### src/sv/reflow_profile_sequencer_macros.svh
// Assertion macros for the reflow profile sequencer.
`ifndef REFLOW_PROFILE_SEQUENCER_MACROS_SVH
`define REFLOW_PROFILE_SEQUENCER_MACROS_SVH

// Check c whenever a holds, in the same cycle.
`define RPS_ASSERT_NOW(label, a, c) \
  label: assert property (@(posedge clk) disable iff (rst) (a) |-> (c)) \
    else $error("reflow sequencer check failed");

// Check c in the cycle after a holds.
`define RPS_ASSERT_NEXT(label, a, c) \
  label: assert property (@(posedge clk) disable iff (rst) (a) |=> (c)) \
    else $error("reflow sequencer check failed");

`endif

### src/sv/rps_pkg.sv
// Shared types, constants and register defaults for the reflow profile sequencer.
package rps_pkg;

  localparam int MAX_PHASES_DEF = 6;
  localparam int PHASE_SLOTS    = 6;

  localparam int REG_IDX_W = 3;
  localparam int BYTE_W    = 3;
  localparam int ADDR_W    = REG_IDX_W + BYTE_W;
  localparam int DATA_W    = 64;

  localparam int WORD_W   = 55;
  localparam int TEMP_W   = 9;
  localparam int MS_W     = 18;
  localparam int TIME_W   = 32;
  localparam int INTEMP_W = 14;
  localparam int SP_W     = 13;
  localparam int PHASE_W  = 3;
  localparam int PC_W     = 3;
  localparam int Q4_SHIFT = 4;
  localparam int DIV_N_W  = TEMP_W + MS_W + 1 + Q4_SHIFT;

  localparam logic [REG_IDX_W-1:0] REG_PHASE_COUNT      = 3'd0;
  localparam logic [REG_IDX_W-1:0] REG_PHASE_WORD_FIRST = 3'd1;

  localparam logic [PC_W-1:0] PHASE_COUNT_RESET = 3'd5;

  localparam logic [WORD_W-1:0] WORD_RESET [PHASE_SLOTS] = '{
    55'd12369552998476800, 55'd8246368665692310, 55'd8246355558520500,
    55'd1374397399160555, 55'd6184776499200220, 55'd0
  };

  typedef struct packed {
    logic              rate;
    logic [MS_W-1:0]   max_ms;
    logic [MS_W-1:0]   min_ms;
    logic [TEMP_W-1:0] end_c;
    logic [TEMP_W-1:0] start_c;
  } phase_t;

  typedef struct packed {
    logic               start;
    logic [DIV_N_W-1:0] dividend;
    logic [MS_W-1:0]    divisor;
  } div_req_t;

  typedef struct packed {
    logic               busy;
    logic [DIV_N_W-1:0] quotient;
  } div_rsp_t;

  typedef enum logic [3:0] {
    S_IDLE,
    S_UPD,
    S_RDLAST,
    S_RDSP,
    S_SEL,
    S_WALK,
    S_MULA,
    S_MULB,
    S_DIVST,
    S_DIV,
    S_OUT
  } state_t;

  function automatic phase_t to_phase(input logic [WORD_W-1:0] w);
    return phase_t'(w);
  endfunction

endpackage

### src/sv/rps_divider.sv
// Shift-subtract divider, one quotient bit per cycle.
module rps_divider #(
  parameter int N_W = rps_pkg::DIV_N_W,
  parameter int D_W = rps_pkg::MS_W
) (
  input  logic                clk,
  input  logic                rst,
  input  rps_pkg::div_req_t   req,
  output rps_pkg::div_rsp_t   rsp
);

  localparam int CW = $clog2(N_W + 1);

  logic [N_W-1:0] quo;
  logic [D_W-1:0] rem;
  logic [D_W-1:0] divisor;
  logic [CW-1:0]  count;
  logic           busy;

  logic [D_W:0]   rem_sh;
  logic [D_W+1:0] diff;
  logic           ge;

  always_comb begin
    rem_sh = {rem, quo[N_W-1]};
    diff   = {1'b0, rem_sh} - {2'b00, divisor};
    ge     = !diff[D_W+1];
  end

  always_ff @(posedge clk) begin
    if (rst) begin
      busy  <= 1'b0;
      count <= '0;
    end else if (req.start) begin
      busy  <= 1'b1;
      count <= CW'(N_W);
    end else if (busy) begin
      count <= count - 1'b1;
      if (count == CW'(1)) begin
        busy <= 1'b0;
      end
    end
  end

  always_ff @(posedge clk) begin
    if (req.start) begin
      quo     <= req.dividend;
      rem     <= '0;
      divisor <= req.divisor;
    end else if (busy) begin
      rem <= ge ? diff[D_W-1:0] : rem_sh[D_W-1:0];
      quo <= {quo[N_W-2:0], ge};
    end
  end

  assign rsp.busy     = busy;
  assign rsp.quotient = quo;

endmodule

### src/sv/rps_cfg_regs.sv
// APB register file: phase count and the phase word store with two read ports.
module rps_cfg_regs #(
  parameter int MAX_PHASES = rps_pkg::MAX_PHASES_DEF,
  parameter int IDX_W      = 3,
  parameter int CNT_W      = 3
) (
  input  logic                        clk,
  input  logic                        rst,
  input  logic                        psel,
  input  logic                        penable,
  input  logic                        pwrite,
  input  logic [rps_pkg::ADDR_W-1:0]  paddr,
  input  logic [rps_pkg::DATA_W-1:0]  pwdata,
  output logic [rps_pkg::DATA_W-1:0]  prdata,
  output logic                        pready,
  output logic [rps_pkg::PC_W-1:0]    phase_count,
  input  logic [CNT_W-1:0]            rd_addr,
  output rps_pkg::phase_t             rd_word
);

  logic [rps_pkg::WORD_W-1:0]    mem [MAX_PHASES];
  logic [MAX_PHASES-1:0]         written;

  logic [rps_pkg::REG_IDX_W-1:0] reg_idx;
  logic [rps_pkg::REG_IDX_W-1:0] slot;
  logic [IDX_W-1:0]              slot_i;
  logic [IDX_W-1:0]              ra;
  logic                          wr;
  logic                          word_sel;

  always_comb begin
    reg_idx  = paddr[rps_pkg::ADDR_W-1:rps_pkg::BYTE_W];
    slot     = reg_idx - rps_pkg::REG_PHASE_WORD_FIRST;
    slot_i   = slot[IDX_W-1:0];
    ra       = rd_addr[IDX_W-1:0];
    wr       = psel && penable && pwrite;
    word_sel = (reg_idx inside {[rps_pkg::REG_PHASE_WORD_FIRST :
                  rps_pkg::REG_PHASE_WORD_FIRST + rps_pkg::PHASE_SLOTS - 1]}) &&
               (slot < rps_pkg::REG_IDX_W'(MAX_PHASES));
  end

  always_ff @(posedge clk) begin
    if (rst) begin
      phase_count <= rps_pkg::PHASE_COUNT_RESET;
      written     <= '0;
    end else if (wr) begin
      if (reg_idx == rps_pkg::REG_PHASE_COUNT) begin
        phase_count <= pwdata[rps_pkg::PC_W-1:0];
      end else if (word_sel) begin
        written[slot_i] <= 1'b1;
      end
    end
  end

  always_ff @(posedge clk) begin
    if (wr && word_sel) begin
      mem[slot_i] <= pwdata[rps_pkg::WORD_W-1:0];
    end
  end

  always_ff @(posedge clk) begin
    if (rd_addr < CNT_W'(MAX_PHASES)) begin
      rd_word <= rps_pkg::to_phase(written[ra] ? mem[ra] : rps_pkg::WORD_RESET[ra]);
    end else begin
      rd_word <= '0;
    end
  end

  always_ff @(posedge clk) begin
    if (reg_idx == rps_pkg::REG_PHASE_COUNT) begin
      prdata <= rps_pkg::DATA_W'(phase_count);
    end else if (word_sel) begin
      prdata <= rps_pkg::DATA_W'(written[slot_i] ? mem[slot_i]
                                                 : rps_pkg::WORD_RESET[slot_i]);
    end else begin
      prdata <= '0;
    end
  end

  assign pready = 1'b1;

endmodule

### src/sv/reflow_profile_sequencer.sv
// Reflow profile sequencer top level: sequencer, datapath and output register.
// Each item passes through update and lookup states, a walk over the phases in use (up to
// six by default), two steps on the shared multiplier, a divider start state, the divider
// and the output load; the walk, multiply and divide steps are skipped when not needed.
// One item is in work at a time, so a new item is taken only once the last result is loaded, which waits for out_ready.
// Reset is synchronous; registers return to their listed defaults at once, no clearing pass.
`include "reflow_profile_sequencer_macros.svh"
module reflow_profile_sequencer #(
  parameter int MAX_PHASES = rps_pkg::MAX_PHASES_DEF
) (
  input  logic                                clk,
  input  logic                                rst,
  input  logic                                in_valid,
  output logic                                in_ready,
  input  logic                                action,
  input  logic [rps_pkg::TIME_W-1:0]          now_ms,
  input  logic signed [rps_pkg::INTEMP_W-1:0] actual_temp_q4,
  output logic                                out_valid,
  input  logic                                out_ready,
  output logic [rps_pkg::PHASE_W-1:0]         phase_index,
  output logic                                complete,
  output logic                                advanced,
  output logic [rps_pkg::SP_W-1:0]            setpoint_q4,
  input  logic                                psel,
  input  logic                                penable,
  input  logic                                pwrite,
  input  logic [rps_pkg::ADDR_W-1:0]          paddr,
  input  logic [rps_pkg::DATA_W-1:0]          pwdata,
  output logic [rps_pkg::DATA_W-1:0]          prdata,
  output logic                                pready
);

  localparam int IDX_W  = (MAX_PHASES > 1) ? $clog2(MAX_PHASES) : 1;
  localparam int CNT_W  = $clog2(MAX_PHASES + 1);
  localparam int ACC_W  = rps_pkg::MS_W + CNT_W;
  localparam int PROD_W = rps_pkg::TEMP_W + rps_pkg::MS_W;
  localparam int NUM_W  = PROD_W + 1;
  localparam int TW     = rps_pkg::TIME_W;
  localparam int MW     = rps_pkg::MS_W;
  localparam int SW     = rps_pkg::SP_W;
  localparam int Q4     = rps_pkg::Q4_SHIFT;

  rps_pkg::state_t   state, state_next;
  rps_pkg::phase_t   rd_word;
  rps_pkg::div_req_t div_req;
  rps_pkg::div_rsp_t div_rsp;

  logic [rps_pkg::PC_W-1:0] phase_count;
  logic [CNT_W-1:0]         n;
  logic [CNT_W-1:0]         rd_addr;

  logic                                act;
  logic [TW-1:0]                       now_r;
  logic signed [rps_pkg::INTEMP_W-1:0] temp_r;

  logic [IDX_W-1:0] cur;
  logic             done;
  logic [TW-1:0]    reflow_start;
  logic [TW-1:0]    phase_start;
  logic             stamped;
  logic             adv;

  logic [SW-1:0]    last_end;
  logic [SW-1:0]    result;
  logic [TW-1:0]    elapsed_r;
  logic [ACC_W-1:0] pstart;
  logic [CNT_W-1:0] widx;
  logic [rps_pkg::TEMP_W-1:0] seg_start, seg_end;
  logic [MW-1:0]    seg_min, seg_d;
  logic [NUM_W-1:0] acc;

  logic [CNT_W-1:0] cur_ext;
  logic             cur_in_range;
  logic             cur_last;
  logic [TW-1:0]    stamp_ms;
  logic [TW-1:0]    elapsed_upd;
  logic             phase_end;
  logic [ACC_W-1:0] pend;
  logic             in_seg;
  logic [TW-1:0]    d_raw;
  logic [MW-1:0]    d_clamped;
  logic             walk_done;
  logic             show_last;
  logic [SW-1:0]    end_q4;
  logic [rps_pkg::TEMP_W-1:0] mul_a;
  logic [MW-1:0]    mul_b;
  logic [PROD_W-1:0] prod;
  logic             load_out;

  rps_cfg_regs #(
    .MAX_PHASES (MAX_PHASES),
    .IDX_W      (IDX_W),
    .CNT_W      (CNT_W)
  ) u_cfg (
    .clk         (clk),
    .rst         (rst),
    .psel        (psel),
    .penable     (penable),
    .pwrite      (pwrite),
    .paddr       (paddr),
    .pwdata      (pwdata),
    .prdata      (prdata),
    .pready      (pready),
    .phase_count (phase_count),
    .rd_addr     (rd_addr),
    .rd_word     (rd_word)
  );

  rps_divider #(
    .N_W (rps_pkg::DIV_N_W),
    .D_W (MW)
  ) u_div (
    .clk (clk),
    .rst (rst),
    .req (div_req),
    .rsp (div_rsp)
  );

  always_comb begin
    n = (phase_count > rps_pkg::PC_W'(MAX_PHASES)) ? CNT_W'(MAX_PHASES)
                                                   : CNT_W'(phase_count);
    cur_ext      = CNT_W'(cur);
    cur_in_range = cur_ext < n;
    cur_last     = (cur_ext + 1'b1) >= n;
    show_last    = done || (n == '0) || !cur_in_range;
    end_q4       = {rd_word.end_c, {Q4{1'b0}}};

    stamp_ms    = stamped ? phase_start : now_r;
    elapsed_upd = now_r - stamp_ms;
    phase_end   = ((temp_r >= $signed({1'b0, end_q4})) &&
                   (elapsed_upd >= TW'(rd_word.min_ms))) ||
                  (elapsed_upd >= TW'(rd_word.max_ms));

    pend      = pstart + ACC_W'(rd_word.min_ms);
    in_seg    = elapsed_r <= TW'(pend);
    d_raw     = elapsed_r - TW'(pstart);
    if (elapsed_r < TW'(pstart)) begin
      d_clamped = '0;
    end else if (d_raw > TW'(rd_word.min_ms)) begin
      d_clamped = rd_word.min_ms;
    end else begin
      d_clamped = d_raw[MW-1:0];
    end
    walk_done = widx >= n;

    mul_a = (state == rps_pkg::S_MULA) ? seg_start : seg_end;
    mul_b = (state == rps_pkg::S_MULA) ? (seg_min - seg_d) : seg_d;
    prod  = mul_a * mul_b;

    load_out = (state == rps_pkg::S_OUT) && (!out_valid || out_ready);
  end

  // next state
  always_comb begin
    state_next = state;
    case (state)
      rps_pkg::S_IDLE:   if (in_valid) state_next = rps_pkg::S_UPD;
      rps_pkg::S_UPD:    state_next = rps_pkg::S_RDLAST;
      rps_pkg::S_RDLAST: state_next = rps_pkg::S_RDSP;
      rps_pkg::S_RDSP:   state_next = rps_pkg::S_SEL;
      rps_pkg::S_SEL: begin
        if (show_last || rd_word.rate) state_next = rps_pkg::S_OUT;
        else state_next = rps_pkg::S_WALK;
      end
      rps_pkg::S_WALK: begin
        if (walk_done) state_next = rps_pkg::S_OUT;
        else if (in_seg) begin
          state_next = (rd_word.min_ms == '0) ? rps_pkg::S_OUT : rps_pkg::S_MULA;
        end
      end
      rps_pkg::S_MULA:  state_next = rps_pkg::S_MULB;
      rps_pkg::S_MULB:  state_next = rps_pkg::S_DIVST;
      rps_pkg::S_DIVST: state_next = rps_pkg::S_DIV;
      rps_pkg::S_DIV:   if (!div_rsp.busy) state_next = rps_pkg::S_OUT;
      rps_pkg::S_OUT:   if (load_out) state_next = rps_pkg::S_IDLE;
      default:          state_next = rps_pkg::S_IDLE;
    endcase
  end

  // sequencer outputs
  always_comb begin
    in_ready         = 1'b0;
    rd_addr          = cur_ext;
    div_req.start    = 1'b0;
    div_req.dividend = {acc, {Q4{1'b0}}};
    div_req.divisor  = seg_min;
    case (state)
      rps_pkg::S_IDLE:   in_ready = 1'b1;
      rps_pkg::S_RDLAST: rd_addr = n - 1'b1;
      rps_pkg::S_SEL:    rd_addr = '0;
      rps_pkg::S_WALK:   rd_addr = widx + 1'b1;
      rps_pkg::S_DIVST:  div_req.start = 1'b1;
      default:           rd_addr = cur_ext;
    endcase
  end

  always_ff @(posedge clk) begin
    if (rst) begin
      state        <= rps_pkg::S_IDLE;
      cur          <= '0;
      done         <= 1'b0;
      reflow_start <= '0;
      phase_start  <= '0;
      stamped      <= 1'b0;
      out_valid    <= 1'b0;
    end else begin
      state <= state_next;
      if (state == rps_pkg::S_UPD) begin
        if (act) begin
          reflow_start <= now_r;
          cur          <= '0;
          done         <= 1'b0;
          phase_start  <= now_r;
          stamped      <= (n != '0);
        end else if (!done) begin
          if (!cur_in_range) begin
            done <= 1'b1;
          end else begin
            if (!stamped) begin
              phase_start <= now_r;
            end
            stamped <= !phase_end;
            if (phase_end) begin
              if (cur_last) done <= 1'b1;
              else cur <= IDX_W'(cur_ext + 1'b1);
            end
          end
        end
      end
      if (load_out) out_valid <= 1'b1;
      else if (out_ready) out_valid <= 1'b0;
    end
  end

  always_ff @(posedge clk) begin
    case (state)
      rps_pkg::S_IDLE: begin
        if (in_valid) begin
          act    <= action;
          now_r  <= now_ms;
          temp_r <= actual_temp_q4;
        end
      end
      rps_pkg::S_UPD: begin
        adv <= !act && !done && cur_in_range && phase_end;
      end
      rps_pkg::S_RDSP: begin
        last_end <= (n != '0) ? end_q4 : '0;
      end
      rps_pkg::S_SEL: begin
        elapsed_r <= now_r - reflow_start;
        pstart    <= '0;
        widx      <= '0;
        if (show_last) result <= last_end;
        else if (rd_word.rate) result <= end_q4;
      end
      rps_pkg::S_WALK: begin
        if (walk_done) begin
          result <= last_end;
        end else if (in_seg) begin
          result    <= end_q4;
          seg_start <= rd_word.start_c;
          seg_end   <= rd_word.end_c;
          seg_min   <= rd_word.min_ms;
          seg_d     <= d_clamped;
        end else begin
          pstart <= pend;
          widx   <= widx + 1'b1;
        end
      end
      rps_pkg::S_MULA: acc <= NUM_W'(prod);
      rps_pkg::S_MULB: acc <= acc + NUM_W'(prod);
      rps_pkg::S_DIV: begin
        if (!div_rsp.busy) result <= div_rsp.quotient[SW-1:0];
      end
      default: begin
      end
    endcase
    if (load_out) begin
      phase_index <= done ? '0 : rps_pkg::PHASE_W'(cur);
      complete    <= done;
      advanced    <= adv;
      setpoint_q4 <= result;
    end
  end

  `RPS_ASSERT_NOW(a_ready_div_idle, in_ready, !div_rsp.busy)
  `RPS_ASSERT_NOW(a_div_in_div_state, div_rsp.busy, state == rps_pkg::S_DIV)
  `RPS_ASSERT_NEXT(a_busy_after_take, in_valid && in_ready, !in_ready)
  `RPS_ASSERT_NOW(a_cur_in_store, 1'b1, CNT_W'(cur) < CNT_W'(MAX_PHASES))

endmodule

### config.mk
export PLATFORM = sky130hd
export DESIGN_NAME = reflow_profile_sequencer
export DESIGN_NICKNAME = d
export VERILOG_FILES = /design/src/sv/rps_pkg.sv /design/src/sv/rps_divider.sv /design/src/sv/rps_cfg_regs.sv /design/src/sv/reflow_profile_sequencer.sv
export VERILOG_INCLUDE_DIRS = /design/src /design/src/sv
export SDC_FILE = /design/constraint.sdc
export NUM_CORES = 2
export LEC_CHECK = 0
export ABC_CLOCK_PERIOD_IN_PS = 16100
export BUFFER_PORTS_ARGS = -buffer_cell sky130_fd_sc_hd__buf_2
export CAP_MARGIN = 20
export CELL_PAD_IN_SITES_DETAIL_PLACEMENT = 0
export CELL_PAD_IN_SITES_GLOBAL_PLACEMENT = 2
export CORE_ASPECT_RATIO = 0.7
export CORE_UTILIZATION = 46
export CTS_BUF_LIST = sky130_fd_sc_hd__clkbuf_8 sky130_fd_sc_hd__clkbuf_16
export DETAILED_ROUTE_END_ITERATION = 10
export GPL_TIMING_DRIVEN = 0
export PLACE_DENSITY = 0.95
export SLEW_MARGIN = 40
export SYNTH_ARGS = -nofsm -noshare
export SYNTH_HDL_FRONTEND = slang
export SYNTH_HIERARCHICAL = 1
export SYNTH_SLANG_ARGS = --single-unit
### constraint.sdc
create_clock -name clk -period 16.1 [get_ports clk]
set_clock_uncertainty 0.2 [all_clocks]
set_input_delay 0.805 -clock clk [delete_from_list [all_inputs] [get_ports clk]]
set_output_delay 0.805 -clock clk [all_outputs]
set_load 0.02 [all_outputs]
==> results.cfg <==
[clock_tree]
cts-htree-levels = 3
cts_buffers = 85
clock_path_buffers = 3
clkTransAtPathRegs_ns = 0.06
cts_sinks = 824
post_cts_resized = 0
postCtsSetupBuffers = 0
ctsHoldBuffers = 0
cts_tree = built
clock_latency_ns = 0.72
root_buffer = clkbuf_16

[pwr]
p_per_area_nw_per_um2 = 162
combPwrFrac_pct = 48.2
swShare_pct = 41.3
finalPower_w = 0.00921
p_int_w = 0.00541
p_seq_share_pct = 29.6
power_switching_w = 0.00381
clkPwrFrac_pct = 22.2
leakagePower_nw = 22.5
max-vdd-ir-drop_mv = 0.107

[synth]
synth-seq-cells = 824
syn_inst = 4662
postSynthAreaPerCell_um2 = 10.8
netlist_area_um2 = 50200
synth-adder-area-share_pct = 12.9
synth_edf_count = 606
synthXorXnorAreaFrac_pct = 2.67
synthMuxAreaShare_pct = 8.59
seq_area_frac_synth_pct = 44.9
synthSimpleGateAreaFrac_pct = 11.5
synth_ff_type = edfxtp_1
synth_top_family_by_area = compound AO/OA/AOI/OAI gates
synth_cell_types = 114
synth-compound-area-share_pct = 14.5
synthArstFlopShare_pct = 0
yosys_warnings = 6

[routing]
top_layer_used = met5
met2_length_um = 64900
first_pass_iters = 9
num_vias = 39300
vias_per_cell = 6.02
antenna_left = 0
routedLengthMet1_um = 72100
wl_met3_um = 18600
first_iter_violations = 4655
routed_wl_um = 161000
wire_per_inst_um = 24.7
drc_errors = 2

[sta]
setup_viol = 0
max_slew_margin_pct = 28.4
setup_tns_ns = 0
finalCritPeriodShare_pct = 61.6
report.final.slew_viol_count = 0
max_slew.worst_pin.slew_ns = 1.07
fmax_mhz = 101
post-route-min-period_ns = 9.92
rsz0062_at_grt = false
hold_viol_final = 0

[run_status]
status = complete, but fails checks
violations = design-rule violations

[placed_design]
io_buffer_count = 186
dp_hpwl_um = 124000
place.gp.congestion = 0.960

[floorplanning]
initial_core_util_pct = 46.4
fp.dieH_um = 278
io_pins = 209
die_w_um = 397
core_area_um2 = 108000
die-area_um2 = 111000
rows = 101

[worst_setup_path]
cp_max_fo = 10
cp_slowest_cell = clkbuf_1
worst_path_largest_cell_delay_ns = 0.65
cp.arrival_ns = 10.14
crit_type = reg2reg
crit_path_end_kind = register
start_kind = register
required_ns = 16.32

[global_routing]
grt_pass1_vias = 36600
grt_pass1_wl_um = 237000
grt_antenna_before_repair = 14
track_usage_pct = 28.6
grt_max_degree = 34
overflow = 0

[final_layout]
nets = 5579
drive_gt1_share_pct = 15.3
final_common_cell = edfxtp_1
fillers = 9744
layout_common_cells = edfxtp_1, nand2_1, inv_1
area.growth.synth_to_final_pct = 12.9

[worst_hold_path]
hold_path.class = in2reg

[job]
max_cap_violations = 0
-- area by class of cell --
cell class              instances  area [um^2]  share of cell area [%]
plain buffers                 227         1170                    2.06
clock buffers                 100         2420                    4.27
flip-flops and latches        824        22600                    39.8
clock inverters                60          518                   0.914
multi-input cells            3271        25400                    44.8
repair buffers                251         1520                    2.67
diodes                          5         12.5                  0.0221
well taps                    1442         1800                    3.18
inverters                     351         1320                    2.32
-- power by group through the flow --
stage / Sequential, W / Combinational, W / Clock [W]
final: 0.00272 / 0.00444 / 0.00204
after CTS: 0.00272 / 0.00437 / 0.00207
after detailed placement: 0.00277 / 0.00433 / 0
after global placement: 0.00277 / 0.00426 / 0
after global routing: 0.00274 / 0.00489 / 0.00216
after floorplan: 0.00269 / 0.00312 / 0
-- layer usage --
metal  vias to the layer above  GRT usage, %
met1                     19000          43.0
met2                      2119          39.7
li1                      17800             -
met3                       350          7.45
met5                         -             0
met4                        18          8.84
-- registers in the layout (all words and copies together), names as in the netlist, 4 cells and up --
register	cells
u_cfg/mem	330
u_cfg/prdata	55
u_cfg/rd_word	55
elapsed_r	32
now_r	32
phase_start	32
reflow_start	32
u_div/quo	32
acc	28
pstart	21
seg_d	18
seg_min	18
u_div/divisor	18
u_div/rem	18
temp_r	14
result	13
setpoint_q4	13
last_end	9
seg_end	9
seg_start	9
u_cfg/written	6
u_div/count	6
state	4
-- synth_stat cells (14+ instances only) --
cell / n / area (um^2)
mux2_2: 132 / 1490
nor2_1: 312 / 1170
buf_2: 52 / 260
inv_1: 349 / 1310
a41oi_1: 14 / 123
a311oi_1: 23 / 201
a22oi_1: 39 / 293
o211ai_1: 31 / 233
ha_1: 324 / 4050
nand3_1: 72 / 360
o21ai_1: 15 / 75.1
mux2i_1: 164 / 1640
a21o_1: 84 / 631
nor2b_1: 53 / 332
nand2b_1: 39 / 244
clkbuf_1: 117 / 439
buf_4: 24 / 180
a31oi_1: 45 / 282
a221oi_1: 20 / 175
nor3_1: 66 / 330
nand2_1: 473 / 1780
nand4_1: 56 / 350
nor4_1: 25 / 156
edfxtp_1: 606 / 18200
o21bai_1: 22 / 165
fa_1: 120 / 2400
and2_1: 26 / 163
a22o_1: 17 / 149
buf_1: 16 / 60.1
buf_6: 17 / 191
a211oi_1: 34 / 255
o2bb2ai_1: 35 / 307
o21a_1: 43 / 323
mux4_2: 41 / 923
a21oi_1: 248 / 1240
or3_1: 21 / 131
and3_1: 40 / 250
or2_2: 16 / 100
xnor2_1: 102 / 893
o21ai_0: 184 / 921
dfxtp_1: 218 / 4360
xor2_1: 51 / 447
-- critical path, delay by kind of cell (launching register included) --
kind / cells / cell delay [ns]
compound gates: 12 / 2.96
xor+xnor: 2 / 0.27
fa+ha+maj: 6 / 2.53
buf+inv: 7 / 1.71
flops: 1 / 0.29
mux: 1 / 0.25
simple gates: 6 / 1.42
-- final timing paths --
kind / start / end / slack (ns) / depth (start not counted)
hold reg to reg: u_cfg/rd_word[4] / seg_start[4] / 0.21 / 0
hold / removal: actual_temp_q4[6] / temp_r[6] / 0.05 / 1
setup / recovery: state[3] / acc[26] / 6.18 / 34
setup reg to reg: state[3] / acc[26] / 6.18 / 34
-- stage by stage --
step | utilization (%) | hold WS [ns] | instances | setup slack, ns | area [um^2]
2_1_floorplan | - | 0.186 | 4673 | 7.00 | 50300
6_report | 52.4 | 0.0535 | 6531 | 6.18 | 56700
5_1_grt | 52.3 | 0.0368 | 6528 | 5.64 | 56700
3_3_place_gp | 48.9 | 0.187 | 6301 | 2.59 | 53000
4_1_cts | 52.3 | 0.0225 | 6525 | 6.24 | 56700
3_5_place_dp | 49.6 | 0.189 | 6365 | 6.29 | 53700
-- kinds of logic after synthesis --
logic type,count (synthesis)
AO/OA/AOI/OAI,1054
buffers and inverters,578
flip-flops,824
multiplexers,356
AND/OR/NAND/NOR,1250
other,3
XOR/XNOR,153
adder cells (fa/ha/maj),444
Note: power is estimated with default switching activity, not from simulation.
